File: src/rtl/lc3_pkg.sv
// Shared types, constants and opcodes for the LC-3 step core.
package lc3_pkg;

  localparam int unsigned MemDepth   = 65536;
  localparam logic [15:0] StartPcRst = 16'h3000;
  localparam logic [15:0] KbsrAddr   = 16'hFE00;
  localparam logic [7:0]  HaltVector = 8'h25;
  localparam logic [2:0]  FlagP      = 3'b001;
  localparam logic [2:0]  FlagZ      = 3'b010;
  localparam logic [2:0]  FlagN      = 3'b100;

  localparam logic [3:0] OpBr   = 4'h0;
  localparam logic [3:0] OpAdd  = 4'h1;
  localparam logic [3:0] OpLd   = 4'h2;
  localparam logic [3:0] OpSt   = 4'h3;
  localparam logic [3:0] OpJsr  = 4'h4;
  localparam logic [3:0] OpAnd  = 4'h5;
  localparam logic [3:0] OpLdr  = 4'h6;
  localparam logic [3:0] OpStr  = 4'h7;
  localparam logic [3:0] OpNot  = 4'h9;
  localparam logic [3:0] OpLdi  = 4'hA;
  localparam logic [3:0] OpSti  = 4'hB;
  localparam logic [3:0] OpJmp  = 4'hC;
  localparam logic [3:0] OpLea  = 4'hE;
  localparam logic [3:0] OpTrap = 4'hF;

  typedef struct packed {
    logic        command;
    logic [15:0] load_address;
    logic [15:0] load_data;
  } lc3_in_t;

  typedef struct packed {
    logic [15:0] pc_after;
    logic [2:0]  cond_flags;
    logic        halted;
    logic [15:0] executed_instruction;
    logic        trap_taken;
    logic [7:0]  trap_vector;
    logic        mem_written;
    logic [15:0] write_address;
    logic [15:0] write_data;
  } lc3_out_t;

  // memory address source chosen by the controller
  typedef enum logic [2:0] {
    ASEL_PC   = 3'd0,
    ASEL_OFF9 = 3'd1,
    ASEL_OFF6 = 3'd2,
    ASEL_MDR  = 3'd3,
    ASEL_LOAD = 3'd4
  } lc3_asel_e;

  typedef struct packed {
    logic      clr_run;     // clearing sweep in progress
    logic      latch_in;    // capture input word
    logic      mem_rd;      // read memory at selected address
    lc3_asel_e asel;
    logic      load_wr;     // write load word
    logic      latch_ir;    // mdr into instruction register
    logic      execute;     // run the instruction, using mdr as load data
    logic      emit;        // drive result strobe
  } lc3_cmd_t;

  typedef struct packed {
    logic       clr_done;
    logic       command;
    logic       running;
    logic [3:0] opcode;
  } lc3_stat_t;

  function automatic logic [15:0] sext(input logic [15:0] v, input int unsigned bits);
    logic [15:0] m;
    m = 16'((32'd1 << bits) - 32'd1);
    sext = v[bits-1] ? (v | ~m) : (v & m);
  endfunction

  function automatic logic [2:0] flags_of(input logic [15:0] v);
    flags_of = (v == 16'd0) ? FlagZ : (v[15] ? FlagN : FlagP);
  endfunction

endpackage

File: src/rtl/lc3_ctrl.sv
// Step sequencer for the LC-3 core.
module lc3_ctrl import lc3_pkg::*; (
  input  logic      clk_i,
  input  logic      rst_ni,
  input  logic      start,
  output logic      busy,
  input  lc3_stat_t stat_i,
  output lc3_cmd_t  cmd_o
);
  typedef enum logic [8:0] {
    S_CLEAR = 9'b000000001,
    S_IDLE  = 9'b000000010,
    S_DISP  = 9'b000000100,
    S_FETCH = 9'b000001000,
    S_DEC   = 9'b000010000,
    S_RD1   = 9'b000100000,
    S_RD2   = 9'b001000000,
    S_EXEC  = 9'b010000000,
    S_DONE  = 9'b100000000
  } state_e;

  state_e state_q, state_d;

  always_ff @(posedge clk_i or negedge rst_ni) begin
    if (!rst_ni) begin
      state_q <= S_CLEAR;
    end else begin
      state_q <= state_d;
    end
  end

  always_comb begin
    state_d = state_q;
    cmd_o   = '0;
    cmd_o.asel = ASEL_PC;
    unique case (state_q)
      S_CLEAR: begin
        cmd_o.clr_run = 1'b1;
        if (stat_i.clr_done) state_d = S_IDLE;
      end
      S_IDLE: begin
        if (start) begin
          cmd_o.latch_in = 1'b1;
          state_d = S_DISP;
        end
      end
      S_DISP: begin
        if (!stat_i.command) begin
          cmd_o.load_wr = 1'b1;
          cmd_o.asel = ASEL_LOAD;
          state_d = S_DONE;
        end else if (!stat_i.running) begin
          state_d = S_DONE;
        end else begin
          cmd_o.mem_rd = 1'b1;
          cmd_o.asel = ASEL_PC;
          state_d = S_FETCH;
        end
      end
      S_FETCH: begin
        cmd_o.latch_ir = 1'b1;
        state_d = S_DEC;
      end
      S_DEC: begin
        state_d = S_EXEC;
        if (stat_i.opcode == OpLd || stat_i.opcode == OpLdi || stat_i.opcode == OpSti) begin
          cmd_o.mem_rd = 1'b1;
          cmd_o.asel = ASEL_OFF9;
          state_d = (stat_i.opcode == OpLd) ? S_RD2 : S_RD1;
        end else if (stat_i.opcode == OpLdr) begin
          cmd_o.mem_rd = 1'b1;
          cmd_o.asel = ASEL_OFF6;
          state_d = S_RD2;
        end
      end
      S_RD1: begin
        // pointer word now in mdr
        if (stat_i.opcode == OpLdi) begin
          cmd_o.mem_rd = 1'b1;
          cmd_o.asel = ASEL_MDR;
          state_d = S_RD2;
        end else begin
          state_d = S_EXEC;
        end
      end
      S_RD2: state_d = S_EXEC;
      S_EXEC: begin
        cmd_o.execute = 1'b1;
        state_d = S_DONE;
      end
      S_DONE: begin
        cmd_o.emit = 1'b1;
        state_d = S_IDLE;
      end
      default: state_d = S_CLEAR;
    endcase
  end

  assign busy = (state_q != S_IDLE);

  a_emit_from_done: assert property (@(posedge clk_i) disable iff (!rst_ni)
    cmd_o.emit |=> state_q == S_IDLE) else $error("emit not followed by idle");
  a_no_accept_clear: assert property (@(posedge clk_i) disable iff (!rst_ni)
    cmd_o.clr_run |-> !cmd_o.latch_in) else $error("accept during clear");
  a_exec_once: assert property (@(posedge clk_i) disable iff (!rst_ni)
    cmd_o.execute |=> cmd_o.emit) else $error("execute without emit");
endmodule

File: config.mk
export PLATFORM = sky130hd
export DESIGN_NAME = lc3_ctrl
export DESIGN_NICKNAME = d
export VERILOG_FILES = /design/src/rtl/lc3_pkg.sv /design/src/rtl/lc3_ctrl.sv
export SDC_FILE = /design/constraint.sdc
export NUM_CORES = 1
export LEC_CHECK = 0
export ABC_AREA = 1
export BUFFER_PORTS_ARGS = -buffer_cell sky130_fd_sc_hd__buf_2
export CAP_MARGIN = 20
export CORE_AREA = 3 3 42 44
export CTS_CLUSTER_DIAMETER = 60
export DETAILED_ROUTE_END_ITERATION = 16
export DIE_AREA = 0 0 45 47
export HOLD_SLACK_MARGIN = 0.12
export PLACE_DENSITY = 0.74
export SLEW_MARGIN = 20
export SYNTH_ARGS = -nofsm -noshare
export SYNTH_HDL_FRONTEND = slang
export SYNTH_SLANG_ARGS = --single-unit
File: constraint.sdc
create_clock -name clk_i -period 1.3 [get_ports clk_i]
set_input_delay 0.195 -clock clk_i [delete_from_list [all_inputs] [get_ports clk_i]]
set_output_delay 0.195 -clock clk_i [all_outputs]
set_load 0.1 [all_outputs]
==> metrics, run 1 <==
Run Error [ERROR DPL-0038] Utilization greater than 100%, impossible to legalize; chip height roughly 47 um; main area contributors after synthesis dfrtp_1 29%, nor2_1 11%, inv_1 11%; clock sinks 9; #FFs+latches synth 9; Routability Congestion between 0.8 and 0.9; Clock Tree Root clkbuf_4; sequential fraction of the synthesis area 0.325; IO buf count 20; Worst EP kind output port; cts bufs inserted 3; Cells after Synth about 110; Synth Flop Type dfrtp_1; share of the synthesized area in the top cell type 0.287; placed wire-length estimate about 1800 um; Post-Place Setup Slack -253 ps; Stop stage global routing; H-tree Lvls 1; Die X between 40 and 50 um; synth unique cells 19; Syn. warnings 0; outcome stopped before the end; EDFF count, synth 0; I/O pin cnt 21; CTS Buffer Depth 2; Async SR Flop Fraction 1.00; post-GRT worst EP cmd_o[4]; largest net degree at the start of global routing 10; Post-Syn Area per Cell 6.64 um^2; Netlist Area Pre-Place between 600 and 700 um^2; syn_nets approximately 120; effective utilization at floorplan 0.474; row cnt 14; cell taking the most area after synthesis dfrtp_1
## synth_stat cells, types with 2 or more instances
cell and n:
nand3_2 2, o21ai_0 2, o211ai_1 2, nor2_2 6, nand2_2 2, dfrtp_1 8, nor2_4 3, nand3_1 11
nand4_1 5, inv_2 2, nor2_1 21, nand2_1 15, inv_1 20
## repair_timing
| item | in CTS |
|---|---|
| resized for setup | 21 |
| hold buffers | 1 |
| pin swaps | 11 |
| endpoints found under the hold margin | 9 |
| setup buffers | 8 |
| endpoints found under the setup margin | 14 |
## cells by family after synthesis
family,Yosys count,synth area share
AOI/OAI and AO/OA,5,0.0485
buffers and inverters,24,0.136
DFF,9,0.325
and+or+nand+nor,67,0.490
## stage by stage
| step | TNS [ps] | instances | utilization | area [um^2] | hold slack [ps] |
|---|---|---|---|---|---|
| detailed placement | -2080 | 165 | 0.861 | 1270 | 60.1 |
| global placement | -1470 | 165 | 0.861 | 1270 | 57.7 |
| floorplan | -4040 | 105 | - | 827 | -101 |
| CTS | -5510 | 178 | 0.973 | 1430 | 198 |
==> inputs of run 2 (changes only) <==
- CORE_AREA: 3 3 42 44 -> 3 3 64 66
- CTS_CLUSTER_DIAMETER: 60 -> not set
- DIE_AREA: 0 0 45 47 -> 0 0 67 69
- HOLD_SLACK_MARGIN: 0.12 -> not set
- PLACE_DENSITY: 0.74 -> not set
- PLACE_DENSITY_LB_ADDON: not set -> 0.15
==> run 2 against run 1 <==
Effect of this change: the flow now finishes, with violations (negative setup slack); synthesized area stayed put; synthesized cell count stayed put.
==> metrics, run 2 <==
syn_nets about 120; top flop regs state_q x9; Top reg by flops state_q; GR Overflow Total 0; Arr. time, crit path 1600 ps; Largest stage delay, worst path 390 ps; most frequent cell after synthesis nor2_1; post-route cell area between 0.001 and 0.0015 mm^2; type of the most critical hold path in2reg; Final Hold Vio Count 0; most frequent cells after synthesis 21 x nor2_1, 20 x inv_1, 15 x nand2_1, 11 x nand3_1, 8 x dfrtp_1; Post-DP Area around 0.0013 mm^2; die area 0.00462 mm^2; global-route wire length before repair around 3400 um; row cnt 22; setup violators final 14; cts bufs inserted 3; H-tree Lvls 1; Non-Filler Instances a little over 200; effective utilization at floorplan 0.192; Tmin final ~1800 ps; max cap viols 0; wl on met1 about 900 um; Netlist Area Pre-Place 697 um^2; sequential fraction of the synthesis area 0.325; Avg WL per Cell slightly below 10 um; most frequent cells in the layout 27 x buf_4, 15 x nor2_1, 13 x inv_1, 13 x nand2_1, 11 x buf_12; cells along the critical path nor2_2 > nand2_2 > nor2_4 > nand2_4 > buf_4 > o21ai_4 > buf_12; Cells after Synth around 110; Syn. warnings 0; outcome finished, violations left; Area Overhead vs Synth 110%; Fin Clk Skew 5.32 ps; Crit Path Max Fanout 4; Vias between 800 and 900; synth unique cells 19; cell taking the most area after synthesis dfrtp_1; Die X ~67 um; Final Util 0.404; #FFs+latches synth 9; Post-Syn Area per Cell 6.64 um^2; total wire length roughly 2100 um; antenna-violating nets left 0; worst relative slew slack 0.840; hold slack ~230 ps; routed wl met2 between 1000 and 1500 um; final period utilization 1.38; layout cells sized above 1 0.591; placed wire-length estimate 1700 um; vias in the first global route between 800 and 900; PnR worst setup slack -491 ps; Final Power around 1800 uW; I/O pin cnt 21; IO buf count 20; Met3 Wirelength ~96 um; Synth Flop Type dfrtp_1; router iterations before antenna repair 4; largest net degree at the start of global routing 10; Max VDD drop approximately 600 uV; clock slew at reported path FFs 50 ps; ANT cells 0; via/cell ratio just under 4; max reg flops 9; GR Util All Layers 0.0959; Worst Path Required about 1100 ps; Peak Freq between 0.5 and 0.6 GHz; Crit Path Category reg2out; chip height 69 um; Static Leakage 0.000699 uW; EDFF count, synth 0; Startpoint Class register; uppermost routed layer met4; Routability Congestion roughly 0.71; CTS tree yes; main area contributors after synthesis dfrtp_1 29%, nor2_1 11%, inv_1 11%; PD cells about 1200 mW/mm^2; initial antenna violation count 0; RSZ-0062 raised after global routing true; Slew Viols, Final 0; Slew @ Worst Pin approximately 240 ps; slowest CP cell dfrtp_1; placed insts between 150 and 200; core area approximately 0.0036 mm^2; failing checks negative setup slack; Layout Nets 170; DRT iter0 DRCs 6; Async SR Flop Fraction 1.00; commonest non-fill, non-tap cell in the layout buf_4; share of the synthesized area in the top cell type 0.287; DR DRC count 0; Clock Tree Root clkbuf_8; CTS Buffer Depth 2; CP Capture Type output port; clock sinks 9; clock latency on the worst-skew pair between 200 and 250 ps
run 2: cell families after synthesis:
logic type | Yosys count | synth area share
flip-flops | 9 | 0.325
buffers and inverters | 24 | 0.136
AND/OR/NAND/NOR | 67 | 0.490
AO/OA/AOI/OAI | 5 | 0.0485
run 2: path summary, 6_finish.rpt:
| path | start | end | slack (ps) | cells past startpoint |
|---|---|---|---|---|
| max in group asynchronous | rst_ni | state_q[0] | 690 | 2 |
| min in group asynchronous | rst_ni | state_q[2] | 350 | 2 |
| worst min-delay path | start | state_q[2] | 230 | 3 |
| worst max-delay path | state_q[3] | cmd_o[5] | -490 | 7 |
| worst max register to register | state_q[3] | state_q[0] | -110 | 10 |
| worst min register to register | state_q[1] | state_q[0] | 660 | 3 |
run 2: layout make-up:
cell class / instances / area, um^2
fill: 391 / 2170
timing repair buffer: 52 / 523
multi-input combinational: 72 / 510
sequential: 9 / 226
inverter: 22 / 100
tap: 48 / 60.1
clock buffer: 3 / 41.3
clock inverter: 1 / 5.00
run 2: what timing repair did:
item                                   CTS  global route
pin swaps                               15             6
gates resized for setup                 10             3
hold buffers                             1             0
setup buffers                            4             3
setup endpoints to repair               15            17
endpoints found under the hold margin    8             0
run 2: through the flow:
stage / TNS (ps) / setup WS, ps
4_1_cts: -4860 / -518
3_5_place_dp: -1880 / -258
3_3_place_gp: -1900 / -241
5_1_grt: -5860 / -563
6_report: -4570 / -491
2_1_floorplan: -4040 / -613
run 2: critical path: cells and delay by family (launching register included):
family / cells / cell delay, ps
buffers and inverters: 2 / 330
AO/OA/AOI/OAI: 1 / 140
AND/OR/NAND/NOR: 4 / 500
flip-flops: 1 / 390
run 2: routing by layer:
metal,vias up,GRT usage
li1,433,-
met1,369,0.123
met2,18,0.155
met3,2,0.0212
met4,0,0.0338
met5,-,0
run 2: where the power goes:
part | leakage (uW) | internal [uW] | switching, uW
registers | 0.000121 | 332 | 37.9
clock network | 0.0000255 | 210 | 124
logic | 0.000553 | 429 | 697
total | 0.000699 | 971 | 860
Note: power is estimated with default switching activity, not from simulation.
